## config.mk

```make
export PLATFORM = sky130hd
export DESIGN_NAME = grid_raycast_column_core
export DESIGN_NICKNAME = d
export VERILOG_FILES = /design/src/rtl/grc_pkg.sv /design/src/rtl/grc_map.sv /design/src/rtl/grc_div.sv /design/src/rtl/grid_raycast_column_core.sv
export SDC_FILE = /design/constraint.sdc
export NUM_CORES = 2
export LEC_CHECK = 0
export ABC_AREA = 1
export BUFFER_PORTS_ARGS = -buffer_cell sky130_fd_sc_hd__clkbuf_2
export CAP_MARGIN = 5
export CORE_AREA = 2 2 364 366
export CTS_CLUSTER_SIZE = 8
export DETAILED_ROUTE_END_ITERATION = 16
export DIE_AREA = 0 0 366 368
export GPL_TIMING_DRIVEN = 1
export PLACE_DENSITY = 0.86
export SKIP_LAST_GASP = 1
export SYNTH_ARGS = -nofsm -noshare
export SYNTH_HDL_FRONTEND = slang
export SYNTH_HIERARCHICAL = 1
export SYNTH_SLANG_ARGS = --single-unit
```

## constraint.sdc

```tcl
create_clock -name i_clk -period 14.72 [get_ports i_clk]
set_input_delay 1.472 -clock i_clk [delete_from_list [all_inputs] [get_ports i_clk]]
set_output_delay 1.472 -clock i_clk [all_outputs]
set_load 0.01 [all_outputs]
```

## src/rtl/grc_pkg.sv

```systemverilog
`default_nettype none

package grc_pkg;

    localparam int MAP_WIDTH      = 32;
    localparam int MAP_HEIGHT     = 32;
    localparam int SCREEN_COLUMNS = 48;

    localparam int MAP_ADDR_W = 10;
    localparam int MAP_DEPTH  = 1 << MAP_ADDR_W;

    localparam int ANGLE_SPAN   = 60;
    localparam int ANGLE_BIAS   = 330;
    localparam int FULL_TURN    = 360;
    localparam int QUARTER_TURN = 90;
    localparam int HALF_TURN    = 180;
    localparam int THREE_QUART  = 270;

    // degrees per screen column with two fraction bits
    localparam int COL_STEP_Q2 = (ANGLE_SPAN * 4) / SCREEN_COLUMNS;

    localparam int WALL_SCALE = 30720;
    localparam int DIV_BITS   = 15;
    localparam int MAX_SPAN   = 38;
    localparam int ROW_CENTRE = 20;

    localparam int STEP_RESET  = 20;
    localparam int RANGE_RESET = 12288;

    typedef enum logic {
        CMD_LOAD = 1'b0,
        CMD_CAST = 1'b1
    } t_cmd;

    typedef enum logic {
        REG_STEP_LENGTH = 1'b0,
        REG_RANGE_LIMIT = 1'b1
    } t_reg_idx;

    localparam logic [10:0] QSIN [0:90] = '{
        11'd0, 11'd18, 11'd36, 11'd54, 11'd71, 11'd89, 11'd107, 11'd125, 11'd143, 11'd160,
        11'd178, 11'd195, 11'd213, 11'd230, 11'd248, 11'd265, 11'd282, 11'd299, 11'd316,
        11'd333, 11'd350, 11'd367, 11'd384, 11'd400, 11'd416, 11'd433, 11'd449, 11'd465,
        11'd481, 11'd496, 11'd512, 11'd527, 11'd543, 11'd558, 11'd573, 11'd587, 11'd602,
        11'd616, 11'd630, 11'd644, 11'd658, 11'd672, 11'd685, 11'd698, 11'd711, 11'd724,
        11'd737, 11'd749, 11'd761, 11'd773, 11'd784, 11'd796, 11'd807, 11'd818, 11'd828,
        11'd839, 11'd849, 11'd859, 11'd868, 11'd878, 11'd887, 11'd896, 11'd904, 11'd912,
        11'd920, 11'd928, 11'd935, 11'd943, 11'd949, 11'd956, 11'd962, 11'd968, 11'd974,
        11'd979, 11'd984, 11'd989, 11'd994, 11'd998, 11'd1002, 11'd1005, 11'd1008, 11'd1011,
        11'd1014, 11'd1016, 11'd1018, 11'd1020, 11'd1022, 11'd1023, 11'd1023, 11'd1024,
        11'd1024
    };

    // a is already reduced to 0..359
    function automatic logic signed [11:0] rom_sin(input logic [8:0] a);
        logic [6:0]  idx;
        logic        neg;
        logic [11:0] mag;
        if (a <= 9'(QUARTER_TURN)) begin
            idx = 7'(a);
            neg = 1'b0;
        end else if (a <= 9'(HALF_TURN)) begin
            idx = 7'(9'(HALF_TURN) - a);
            neg = 1'b0;
        end else if (a <= 9'(THREE_QUART)) begin
            idx = 7'(a - 9'(HALF_TURN));
            neg = 1'b1;
        end else begin
            idx = 7'(9'(FULL_TURN) - a);
            neg = 1'b1;
        end
        mag = {1'b0, QSIN[idx]};
        return neg ? -$signed(mag) : $signed(mag);
    endfunction

    function automatic logic [12:0] col_offset(input logic [5:0] col);
        return 13'((13'(col) * 13'(COL_STEP_Q2)) >> 2);
    endfunction

endpackage

`default_nettype wire

```

## src/rtl/grc_map.sv

```systemverilog
`default_nettype none

module grc_map
    import grc_pkg::*;
(
    input  wire logic                  i_clk,
    input  wire logic                  i_we,
    input  wire logic [MAP_ADDR_W-1:0] i_waddr,
    input  wire logic                  i_wdata,
    input  wire logic [MAP_ADDR_W-1:0] i_raddr,
    output logic                       o_rdata
);

    logic r_mem [0:MAP_DEPTH-1];
    logic r_q;

    always_ff @(posedge i_clk) begin
        if (i_we) begin
            r_mem[i_waddr] <= i_wdata;
        end
        r_q <= r_mem[i_raddr];
    end

    assign o_rdata = r_q;

endmodule

`default_nettype wire

```

## src/rtl/grc_div.sv

```systemverilog
`default_nettype none

// restoring divide of the constant wall scale, one quotient bit per cycle
module grc_div
    import grc_pkg::*;
(
    input  wire logic                i_clk,
    input  wire logic                i_rst_n,
    input  wire logic                i_start,
    input  wire logic [16:0]         i_divisor,
    output logic                     o_done,
    output logic [DIV_BITS-1:0]      o_quot
);

    localparam logic [DIV_BITS-1:0] DIVIDEND = DIV_BITS'(WALL_SCALE);
    localparam int CNT_W = $clog2(DIV_BITS);

    logic                r_busy;
    logic                r_done;
    logic [CNT_W-1:0]    r_cnt;
    logic [16:0]         r_den;
    logic [16:0]         r_rem;
    logic [DIV_BITS-1:0] r_quot;

    logic [CNT_W-1:0] bit_idx;
    logic [17:0]      trial;
    logic             fits;

    assign bit_idx = CNT_W'(DIV_BITS - 1) - r_cnt;
    assign trial   = {r_rem, DIVIDEND[bit_idx]};
    assign fits    = trial >= {1'b0, r_den};

    always_ff @(posedge i_clk) begin
        if (!i_rst_n) begin
            r_busy <= 1'b0;
            r_done <= 1'b0;
            r_cnt  <= '0;
        end else begin
            r_done <= 1'b0;
            if (i_start) begin
                r_busy <= 1'b1;
                r_cnt  <= '0;
                r_den  <= i_divisor;
                r_rem  <= '0;
                r_quot <= '0;
            end else if (r_busy) begin
                r_rem  <= fits ? 17'(trial - {1'b0, r_den}) : trial[16:0];
                r_quot <= {r_quot[DIV_BITS-2:0], fits};
                r_cnt  <= r_cnt + 1'b1;
                if (r_cnt == CNT_W'(DIV_BITS - 1)) begin
                    r_busy <= 1'b0;
                    r_done <= 1'b1;
                end
            end
        end
    end

    assign o_done = r_done;
    assign o_quot = r_quot;

endmodule

`default_nettype wire

```

## src/rtl/grid_raycast_column_core.sv

```systemverilog
`default_nettype none

// Grid ray caster for one screen column.
// Input channel (i_in_valid / o_in_stall): a load word (command 0) writes one wall
// bit into the map and gives no result; a cast word (command 1) marches
// a ray from the camera and gives one result word.
// Output channel (o_out_valid / i_out_stall): hit flag, stop distance, wall face and
// the wall span rows. The result sits in an output register until taken; the core
// takes the next word meanwhile, but a second finished result waits behind it and
// stalls the input until the output register is free.
// A cast is one word at a time: angle reduction, sine/cosine lookup and step
// products on the shared multiplier, march setup, then one march probe at a time
// with a registered map read (plus a drain of that read), then the bit-serial
// wall-height divide on a hit, and the hand-off to the output register.
// Configuration is by APB: step_length at 0x0, range_limit at 0x4, to be written only
// idle by the user; the core does not enforce this. Reset (synchronous, active low)
// restores the register defaults and empties the output; the map is not cleared and must be loaded before casting.
module grid_raycast_column_core
    import grc_pkg::*;
(
    input  wire logic        i_clk,
    input  wire logic        i_rst_n,
    input  wire logic        psel,
    input  wire logic        penable,
    input  wire logic        pwrite,
    input  wire logic [2:0]  paddr,
    input  wire logic [31:0] pwdata,
    output logic      [31:0] prdata,
    output logic             pready,
    input  wire logic        i_in_valid,
    output logic             o_in_stall,
    input  wire logic        i_command,
    input  wire logic [9:0]  i_cell_index,
    input  wire logic        i_cell_is_wall,
    input  wire logic [14:0] i_camera_x,
    input  wire logic [14:0] i_camera_y,
    input  wire logic [8:0]  i_heading,
    input  wire logic [5:0]  i_column,
    output logic             o_out_valid,
    input  wire logic        i_out_stall,
    output logic             o_wall_hit,
    output logic      [15:0] o_march_distance,
    output logic             o_wall_face,
    output logic      [4:0]  o_top_row,
    output logic      [5:0]  o_bottom_row
);

    typedef enum logic [2:0] {
        S_IDLE,
        S_ANGLE,
        S_TRIG,
        S_MULC,
        S_MULS,
        S_INIT,
        S_MARCH,
        S_DIV
    } t_state;

    function automatic logic signed [17:0] trunc_prod(input logic signed [27:0] p);
        logic signed [27:0] t;
        t = p[27] ? p + 28'sd1023 : p;
        return t[27:10];
    endfunction

    function automatic logic signed [9:0] cell_tz(input logic signed [18:0] s);
        logic [18:0] mag;
        logic [9:0]  c;
        mag = s[18] ? 19'(-s) : 19'(s);
        c   = {1'b0, mag[18:10]};
        return s[18] ? -$signed(c) : $signed(c);
    endfunction

    t_state r_state;

    logic [7:0]  r_step;
    logic [15:0] r_range;

    logic [12:0]        r_angle;
    logic [14:0]        r_cx;
    logic [14:0]        r_cy;
    logic signed [11:0] r_sin;
    logic signed [11:0] r_cos;
    logic signed [20:0] r_cstep;
    logic signed [20:0] r_sstep;
    logic signed [27:0] r_acc_x;
    logic signed [27:0] r_acc_y;
    logic [16:0]        r_dist;
    logic signed [9:0]  r_prev_cell;

    logic               r_s1_valid;
    logic [16:0]        r_s1_dist;
    logic [8:0]         r_s1_cell;
    logic signed [9:0]  r_s1_prev;

    logic        r_hit;
    logic        r_face;
    logic [16:0] r_res_dist;
    logic        r_res_ready;
    logic [5:0]  r_span;

    logic        r_out_valid;
    logic        r_out_hit;
    logic [15:0] r_out_dist;
    logic        r_out_face;
    logic [4:0]  r_out_top;
    logic [5:0]  r_out_bottom;

    logic                  in_acc;
    logic                  cfg_wr;
    logic [12:0]           angle_raw;
    logic [8:0]            angle9;
    logic [8:0]            cos_angle;
    logic [8:0]            step_eff;
    logic signed [11:0]    mul_a;
    logic signed [20:0]    mul_p;
    logic signed [17:0]    tx;
    logic signed [17:0]    ty;
    logic signed [18:0]    sum_x;
    logic signed [18:0]    sum_y;
    logic                  out_map;
    logic [8:0]            cell_x;
    logic [8:0]            cell_y;
    logic [MAP_ADDR_W-1:0] probe_addr;
    logic signed [17:0]    t0;
    logic signed [18:0]    sum0;
    logic                  map_q;
    logic                  probe_hit;
    logic                  range_end;
    logic                  div_start;
    logic                  div_done;
    logic [DIV_BITS-1:0]   div_quot;
    logic [4:0]            half_span;
    logic                  out_free;

    assign pready = 1'b1;
    assign cfg_wr = psel && penable && pwrite;

    always_comb begin
        unique case (t_reg_idx'(paddr[2]))
            REG_STEP_LENGTH: prdata = {24'd0, r_step};
            REG_RANGE_LIMIT: prdata = {16'd0, r_range};
            default:         prdata = '0;
        endcase
    end

    assign o_in_stall = (r_state != S_IDLE) || r_res_ready;
    assign in_acc     = i_in_valid && !o_in_stall;

    assign angle_raw = 13'(i_heading) + 13'(ANGLE_BIAS) + col_offset(i_column);
    assign angle9    = r_angle[8:0];
    assign cos_angle = (angle9 >= 9'(FULL_TURN - QUARTER_TURN))
                     ? angle9 - 9'(FULL_TURN - QUARTER_TURN)
                     : angle9 + 9'(QUARTER_TURN);

    assign step_eff = (r_step == 8'd0) ? 9'd1 : {1'b0, r_step};
    assign mul_a    = (r_state == S_MULC) ? r_cos : r_sin;
    assign mul_p    = 21'(mul_a * $signed({1'b0, step_eff}));

    // current probe
    assign tx    = trunc_prod(r_acc_x);
    assign ty    = trunc_prod(r_acc_y);
    assign sum_x = $signed({4'd0, r_cx}) + $signed({tx[17], tx});
    assign sum_y = $signed({4'd0, r_cy}) + $signed({ty[17], ty});
    assign cell_x = sum_x[18] ? 9'd0 : sum_x[18:10];
    assign cell_y = sum_y[18] ? 9'd0 : sum_y[18:10];
    assign out_map = (sum_x <= -19'sd1024) || (sum_y <= -19'sd1024)
                  || (cell_x >= 9'(MAP_WIDTH)) || (cell_y >= 9'(MAP_HEIGHT));
    assign probe_addr = MAP_ADDR_W'(18'(cell_y) * 18'(MAP_WIDTH) + 18'(cell_x));
    assign range_end  = r_dist >= {1'b0, r_range};

    // cell x one step before the first probe
    assign t0   = trunc_prod(28'(r_cos) - 28'(r_cstep));
    assign sum0 = $signed({4'd0, r_cx}) + $signed({t0[17], t0});

    assign probe_hit = (r_state == S_MARCH) && r_s1_valid && map_q;
    assign div_start = probe_hit;

    assign half_span = r_span[5:1];
    assign out_free  = !r_out_valid || !i_out_stall;

    grc_map u_map (
        .i_clk   (i_clk),
        .i_we    (in_acc && (t_cmd'(i_command) == CMD_LOAD)),
        .i_waddr (i_cell_index),
        .i_wdata (i_cell_is_wall),
        .i_raddr (probe_addr),
        .o_rdata (map_q)
    );

    grc_div u_div (
        .i_clk     (i_clk),
        .i_rst_n   (i_rst_n),
        .i_start   (div_start),
        .i_divisor (r_s1_dist + 17'd1),
        .o_done    (div_done),
        .o_quot    (div_quot)
    );

    always_ff @(posedge i_clk) begin
        if (!i_rst_n) begin
            r_state     <= S_IDLE;
            r_step      <= 8'(STEP_RESET);
            r_range     <= 16'(RANGE_RESET);
            r_s1_valid  <= 1'b0;
            r_res_ready <= 1'b0;
            r_out_valid <= 1'b0;
        end else begin
            if (cfg_wr) begin
                unique case (t_reg_idx'(paddr[2]))
                    REG_STEP_LENGTH: r_step  <= pwdata[7:0];
                    REG_RANGE_LIMIT: r_range <= pwdata[15:0];
                    default: ;
                endcase
            end

            // finished cast waits here until the output register is free
            if (r_res_ready && out_free) begin
                r_res_ready  <= 1'b0;
                r_out_valid  <= 1'b1;
                r_out_hit    <= r_hit;
                r_out_dist   <= r_res_dist[16] ? 16'hFFFF : r_res_dist[15:0];
                r_out_face   <= r_face;
                r_out_top    <= 5'(ROW_CENTRE) - half_span;
                r_out_bottom <= 6'(ROW_CENTRE) + {1'b0, half_span};
            end else if (r_out_valid && !i_out_stall) begin
                r_out_valid <= 1'b0;
            end

            unique case (r_state)
                S_IDLE: begin
                    if (in_acc && (t_cmd'(i_command) == CMD_CAST)) begin
                        r_angle <= angle_raw;
                        r_cx    <= i_camera_x;
                        r_cy    <= i_camera_y;
                        r_state <= S_ANGLE;
                    end
                end
                S_ANGLE: begin
                    if (r_angle >= 13'(FULL_TURN)) begin
                        r_angle <= r_angle - 13'(FULL_TURN);
                    end else begin
                        r_state <= S_TRIG;
                    end
                end
                S_TRIG: begin
                    r_sin   <= rom_sin(angle9);
                    r_cos   <= rom_sin(cos_angle);
                    r_state <= S_MULC;
                end
                S_MULC: begin
                    r_cstep <= mul_p;
                    r_state <= S_MULS;
                end
                S_MULS: begin
                    r_sstep <= mul_p;
                    r_state <= S_INIT;
                end
                S_INIT: begin
                    r_acc_x     <= 28'(r_cos);
                    r_acc_y     <= 28'(r_sin);
                    r_dist      <= 17'd1;
                    r_prev_cell <= cell_tz(sum0);
                    r_s1_valid  <= 1'b0;
                    r_state     <= S_MARCH;
                end
                S_MARCH: begin
                    if (probe_hit) begin
                        r_hit      <= 1'b1;
                        r_face     <= (r_s1_prev != $signed({1'b0, r_s1_cell}));
                        r_res_dist <= r_s1_dist;
                        r_s1_valid <= 1'b0;
                        r_state    <= S_DIV;
                    end else if (range_end || out_map) begin
                        r_hit       <= 1'b0;
                        r_face      <= 1'b0;
                        r_res_dist  <= r_dist;
                        r_span      <= 6'd0;
                        r_s1_valid  <= 1'b0;
                        r_res_ready <= 1'b1;
                        r_state     <= S_IDLE;
                    end else begin
                        r_s1_valid  <= 1'b1;
                        r_s1_dist   <= r_dist;
                        r_s1_cell   <= cell_x;
                        r_s1_prev   <= r_prev_cell;
                        r_prev_cell <= $signed({1'b0, cell_x});
                        r_dist      <= r_dist + 17'(step_eff);
                        r_acc_x     <= r_acc_x + 28'(r_cstep);
                        r_acc_y     <= r_acc_y + 28'(r_sstep);
                    end
                end
                S_DIV: begin
                    if (div_done) begin
                        r_span      <= (div_quot > DIV_BITS'(MAX_SPAN))
                                     ? 6'(MAX_SPAN) : div_quot[5:0];
                        r_res_ready <= 1'b1;
                        r_state     <= S_IDLE;
                    end
                end
                default: r_state <= S_IDLE;
            endcase
        end
    end

    assign o_out_valid      = r_out_valid;
    assign o_wall_hit       = r_out_hit;
    assign o_march_distance = r_out_dist;
    assign o_wall_face      = r_out_face;
    assign o_top_row        = r_out_top;
    assign o_bottom_row     = r_out_bottom;

endmodule

`default_nettype wire

```

### After elaboration in Yosys (flattened, before gate mapping)

Memories as Yosys holds them, arrays and structs flattened. A register that Yosys moved wholly into a read port is not among the register bits.
Index checks and enable logic that the tools add are counted.

| word-level totals | value |
|---|---|
| register bits after elaboration | 367 |
| latch bits | 0 |
| RAM bits | 1024 |
| ROM bits | 2832 |
| bits of input ports | 99 |
| output and inout port bits | 64 |
| word-level logic and storage cells | 247 |
| memories | 4 |

| operators by class | value |
|---|---|
| $add $sub $neg | 32 |
| $mul | 2 |
| div/mod/pow operators | 0 |
| $lt $le $gt $ge | 18 |
| eq/ne operators | 17 |
| shift operators | 0 |
| muxes and demuxes | 85 |
| bitwise logic cells | 8 |
| reduce and logical (&&, ||, !) cells | 44 |

Memory list:

| memory | depth | width | rd ports | clocked after memory_dff | wr ports | RTL line | source |
|---|---|---|---|---|---|---|---|
| (no name shown) | 128 | 11 | 1 | 0 | 0 | grc_pkg.sv:72 | `mag = {1'b0, QSIN[idx]};` |
| (no name shown) | 128 | 11 | 1 | 0 | 0 | grc_pkg.sv:72 |  |
| u_map.r_mem | 1024 | 1 | 1 | 1 | 1 | grc_map.sv:14 | `logic r_mem [0:MAP_DEPTH-1];` |
| (no name shown) | 16 | 1 | 1 | 0 | 0 | grc_div.sv:30 | `assign trial = {r_rem, DIVIDEND[bit_idx]};` |

Operators by type and width:

| operator | number |
|---|---|
| $mux W28 | 7 |
| $pmux W28 S2 | 2 |
| $mux W17 | 6 |
| $mux W7 | 10 |
| $mux W11 | 6 |
| $pmux W32 S2 | 1 |
| $add A16 B18 Y19 | 3 |
| $add A28 B11 Y28 const B | 2 |
| $add A28 B21 Y28 | 2 |
| $le A19 B11 Y1 const B | 2 |
| $pmux W17 S2 | 1 |
| $mux W10 | 3 |
| $mux W13 | 2 |
| $pmux W13 S2 | 1 |
| $mux W1 | 25 |
| $mux W6 | 4 |
| $mux W8 | 3 |
| $neg A11 Y12 | 2 |
| $pmux W3 S8 | 1 |
| $add A22 B11 Y23 const B | 1 |
| $sub A12 B21 Y22 | 1 |
| $mul A12 B9 Y21 | 1 |
| $pmux W10 S2 | 1 |
| $mux W19 | 1 |
| other kinds (59) | 118 |

### Logic depth before layout (Yosys ltp)

| logic depth | value |
|---|---|
| depth after elaboration | 14 |
| depth in mapped cells | 43 |
| mapped depth without buffers | 43 |

### Cells and area by module

The synthesis kept the hierarchy.

By module, submodules not included:

| module | times used | cells an instance | area an instance (um^2) | sequential area each (um^2) |
|---|---|---|---|---|
| grc_map | 1 | 4679 | 46392.0 | 30769.5 |
| grid_raycast_column_core | 1 | 3620 | 28200.8 | 8978.6 |
| grc_div | 1 | 443 | 3505.9 | 1591.5 |

### Least setup slack after synthesis

Ideal clock, no wire load.

| path | value |
|---|---|
| path kind | register to register |
| start point | register r_acc_x[1] |
| end point | register r_acc_x[0], enable pin |
| setup time | 651 ps |
| arrival | 9701 ps |
| path slack | 4367 ps |
| stages on the path, launching flop included | 33 |
| path buffers | 0 |
| cells stage by stage | edfxtp_1 -> or2_1 -> nor2_1 -> nand2_1 -> nand2_1 -> nor2_2 -> nand2_1 -> nor2_1 -> inv_1 -> nor2_1 -> inv_1 -> nor2_1 -> inv_1 -> nor3_1 -> xor2_1 -> ha_1 -> nand2_1 -> nor2_1 -> nand3_1 -> nand4_1 -> a21oi_1 -> o21ai_0 -> a21o_1 -> nand3_1 -> nand2_1 -> inv_1 -> or2_1 -> nand2_1 -> nor2_1 -> nand2_1 -> nor2_1 -> nand2_1 -> a21boi_0 |

| between the ends | value |
|---|---|
| longest elaborated chain between the ends | 10 |
| elaborated cells between the ends (all ways) | 12 |
| those cells by class | add/sub: 2; order compare: 2; eq/ne: 1; mux: 2; reduce/logical: 5 |

RTL lines:

| element | RTL line | source |
|---|---|---|
| from (decl) | grid_raycast_column_core.sv:85 | `logic signed [27:0] r_acc_x;` |
| from (signal assigned) | grid_raycast_column_core.sv:259 | `r_acc_x <= 28'(r_cos);` |
| from (signal assigned) | grid_raycast_column_core.sv:288 | `r_acc_x <= r_acc_x + 28'(r_cstep);` |
| $add A28 B11 Y28 * | grid_raycast_column_core.sv:61 | `t = p[27] ? p + 28'sd1023 : p;` |
| $mux W28 * | grid_raycast_column_core.sv:61 |  |
| $add A16 B18 Y19 * | grid_raycast_column_core.sv:162 | `assign sum_x = $signed({4'd0, r_cx}) + $signed({tx[17], tx});` |
| $le A19 B11 Y1 or $mux W8 (tied branches) | grid_raycast_column_core.sv:166, grid_raycast_column_core.sv:164 |  |
| $logic_or A1 B1 Y1 or $ge A8 B6 Y1 (tied branches) | grid_raycast_column_core.sv:166, grid_raycast_column_core.sv:167 |  |
| $logic_or A1 B1 Y1 * (2 in series) | grid_raycast_column_core.sv:167 | `\|\| (cell_x >= 9'(MAP_WIDTH)) \|\| (cell_y >= 9'(MAP_HEIGHT));` |
| $logic_or A1 B1 Y1 * | grid_raycast_column_core.sv:273 | `end else if (range_end \|\| out_map) begin` |
| $ne A2 B2 Y1 (no line) * | -- |  |
| $reduce_and A4 Y1 (no line) * | -- |  |

Every way passes the cells marked *; elsewhere a longest branch is shown, timed or not.
A chain may end at the register's enable or synchronous reset.

### Worst setup path after layout

| path | value |
|---|---|
| start point | register r_acc_x[2] |
| end point | register u_map.r_q (netlist: u_map/o_rdata), read port of u_map.r_mem |

| between the ends | value |
|---|---|
| longest elaborated chain between the ends | 5 |

RTL lines:

| element | RTL line | source |
|---|---|---|
| $add A28 B11 Y28 | grid_raycast_column_core.sv:61 |  |
| $mux W28 | grid_raycast_column_core.sv:61 |  |
| $add A16 B18 Y19 | grid_raycast_column_core.sv:162 |  |
| $mux W8 | grid_raycast_column_core.sv:164 | `assign cell_x = sum_x[18] ? 9'd0 : sum_x[18:10];` |
| via cell_x[0] | grid_raycast_column_core.sv:121 | `logic [8:0] cell_x;` |
| $add A10 B8 Y10 | grid_raycast_column_core.sv:168 | `assign probe_addr = MAP_ADDR_W'(18'(cell_y) * 18'(MAP_WIDTH) + 18'(cell_x));` |
| to (decl) | grc_map.sv:15 | `logic r_q;` |

The timed path passes the listed nets, and every way through them passes these cells.

==> impl_metrics.py <==
metrics = {
    "timing": {
        "final.min_clock_period_ns": 9.66,
        "post-route-period-util_pct": 65.6,
        "worst_pin_slew_ns": 1.38,
        "finClkSkew_ns": 0.0691,
        "setup_viol": 0,
        "finalSetupTns_ns": 0,
        "max_slew_margin_pct": 8.03,
        "hold_violations": 0,
        "fmax_ghz": 0.104,
        "drv_slew": 0,
        "final.setup.worst_slack_ns": 5.06,
        "rsz0062_at_grt": "no",
    },
    "place": {
        "hpwlAfterDp_mm": 125,
        "place_congestion": 0.913,
        "post-place-ws_ns": 5.48,
        "port_buffers": 127,
        "place_inst": 10197,
    },
    "routing": {
        "first_pass_iters": 10,
        "drt-wirelength-per-cell_microns": 20.6,
        "viasPerCell": 6.13,
        "wirelength_mm": 215,
        "drc": 0,
        "drt-initial-drc-count": 9999,
        "drtAntennaViolNets": 0,
        "num_vias": 64099,
    },
    "layout": {
        "fin_util_pct": 64.5,
        "final_net_count": 9105,
        "area_delta_synth_final_pct": 8.06,
        "n_fill_cell": 9631,
        "drive_gt1_share_pct": 6.68,
        "instances_no_fill": 10459,
    },
    "run": {
        "max_cap_violations": 0,
    },
    "yosys": {
        "yosysWarnings": 6,
        "async_reset_ff_share_pct": 0,
        "synth_top_area_share_pct": 52.0,
        "synth.most_common_cell": "nand2_1",
        "synth_edf_count": 1352,
        "ys_ff_latch": 1389,
        "yosys-top-cells-count": "nand2_1 (1,994), nor2_1 (1,441), edfxtp_1 (1,352)",
        "netlist_instances": 8742,
        "synth_top_area_cell": "edfxtp_1",
        "synth_area_per_cell_sq_um": 8.93,
        "synth_area_leaders": "edfxtp_1 (52%), nand2_1 (9.6%), nand3_1 (8.1%), nor2_1 (6.9%), ha_1 (4.5%)",
        "netlist_area_sq_um": 78100,
        "synth_cell_types": 69,
        "ys.flop_type": "edfxtp_1",
        "synth_seq_area_share_pct": 52.9,
    },
    "floorplanning": {
        "initial_utilization_pct": 59.7,
        "die_area_sq_um": 135000,
        "core_area_sq_um": 131000,
        "ioPinCount": 163,
        "fp.dieW_microns": 366,
        "num_rows": 133,
        "fp.dieH_microns": 368,
    },
    "clocking": {
        "cts.path.max_buffers": 3,
        "tritoncts": "yes",
        "post_cts.repair.setup_buffers": 0,
        "cts_made_buffers": 193,
        "htreeDepth": 4,
        "worst_skew_pair.late_latency_ns": 0.82,
        "cts.sinks": 1389,
        "cts-resized-gates": 0,
        "root_buffer": "clkbuf_16",
        "path_clk_slew_ns": 0.05,
        "holdBufCountCts": 0,
    },
    "power": {
        "total_power_w": 0.0148,
        "leakagePower_nw": 32.5,
        "ir_worst_vdd_mv": 0.145,
        "p_per_area_nw_per_um2": 176,
    },
    "global_route": {
        "grt_pass1_vias": 61545,
        "grt_first_pass_wirelength_mm": 329,
        "antenna_found_initial": 7,
        "gr-total-overflow": 0,
        "track_usage_pct": 31.0,
        "grt_start_max_net_pins": 230,
    },
    "status": {
        "outcome": "finished, final reports clean",
    },
    "setup_path": {
        "critPathLaunchType": "flip-flop",
        "cpMaxStageDelayCell": "buf_4",
        "crit_type": "reg -> reg",
        "cp_max_fo": 182,
        "worstPathRequired_ns": 15.49,
        "worstPathArrival_ns": 10.43,
        "critPathCaptureType": "flip-flop",
        "cp_common_cell": "nand2_1",
        "slowest_delay_ns": 0.89,
    },
    "worst_hold_path": {
        "hold_path.class": "reg -> reg",
    },
}
==> per-stage QoR <==
stage	hold slack, ns	area, sq um
floorplan	0.400	78200
global placement	0.402	79000
detailed placement	0.405	79000
CTS	0.389	84400
global route	0.407	84400
finish	0.380	84400
==> report_power, final <==
group / switching, W / internal, W / total, W
logic: 0.00421 / 0.00185 / 0.00606
clock network: 0.00165 / 0.00237 / 0.00402
registers: 0.000102 / 0.00464 / 0.00474
total: 0.00596 / 0.00886 / 0.0148
==> critical path, delay by kind of cell, from the launching register on <==
kind	cells	cell delay, ns
AOI/OAI and AO/OA	4	0.78
adders and majority gates	1	0.37
DFF	1	0.36
and+or+nand+nor	30	4.11
buffers and inverters	8	3.59
==> final timing paths <==
kind	startpoint	end	slack, ns	cells past startpoint
setup / recovery	r_acc_x[2]	u_map/o_rdata	5.06	43
hold / removal	r_prev_cell[4]	r_s1_prev[4]	0.38	0
setup reg to reg	r_acc_x[2]	u_map/o_rdata	5.06	43
hold reg to reg	r_prev_cell[4]	r_s1_prev[4]	0.38	0
==> placed cells by master, fill, tap and decap left out, drive strengths merged, types with 137 or more instances in the layout <==
| cell type | n |
|---|---|
| a21oi | 232 |
| clkbuf | 367 |
| edfxtp | 1352 |
| ha | 280 |
| inv | 666 |
| nand2 | 2028 |
| nand3 | 1267 |
| nor2 | 1463 |
| o21ai | 275 |
| xor2 | 137 |
==> cell families after synthesis <==
| kind of cell | count (synthesis) | synth area share [%] |
|---|---|---|
| simple gates | 4973 | 26.9 |
| flops | 1389 | 52.9 |
| buf+inv | 1183 | 6.68 |
| compound gates | 611 | 4.31 |
| fa+ha+maj | 369 | 6.77 |
| xor+xnor | 215 | 2.44 |
| other cells | 2 | 0.00962 |
==> sequential cells by signal, summed over array words and instances (netlist names), 16 cells and up <==
name              cells
o_march_distance     16
r_acc_x              28
r_acc_y              28
r_cstep              21
r_dist               17
r_range              16
r_res_dist           17
r_s1_dist            17
r_sstep              21
u_div/r_den          17
u_div/r_rem          17
u_map/r_mem        1024
==> per-layer routing <==
| layer | track usage [%] | routed length (microns) | vias up | share of wire (%) |
|---|---|---|---|---|
| li1 | - | - | 28831 | - |
| met1 | 39.3 | 77200 | 30057 | 36 |
| met2 | 50.4 | 100000 | 4244 | 47 |
| met3 | 6.20 | 25400 | 963 | 12 |
| met4 | 17.0 | 12600 | 4 | 5.9 |
| met5 | 0 | 27 | - | 0.013 |
==> layout make-up <==
| cell class | count | area, sq um | share of cell area (%) |
|---|---|---|---|
| Antenna cell | 6 | 15.0 | 0.0178 |
| Clock buffer | 241 | 5040 | 5.97 |
| Clock inverter | 15 | 299 | 0.354 |
| Inverter | 672 | 2550 | 3.02 |
| Multi-Input combinational cell | 6185 | 31800 | 37.6 |
| Sequential cell | 1389 | 41300 | 49.0 |
| Tap cell | 1755 | 2200 | 2.60 |
| Timing Repair Buffer | 196 | 1190 | 1.41 |
Power figures use the tool's default switching activity.
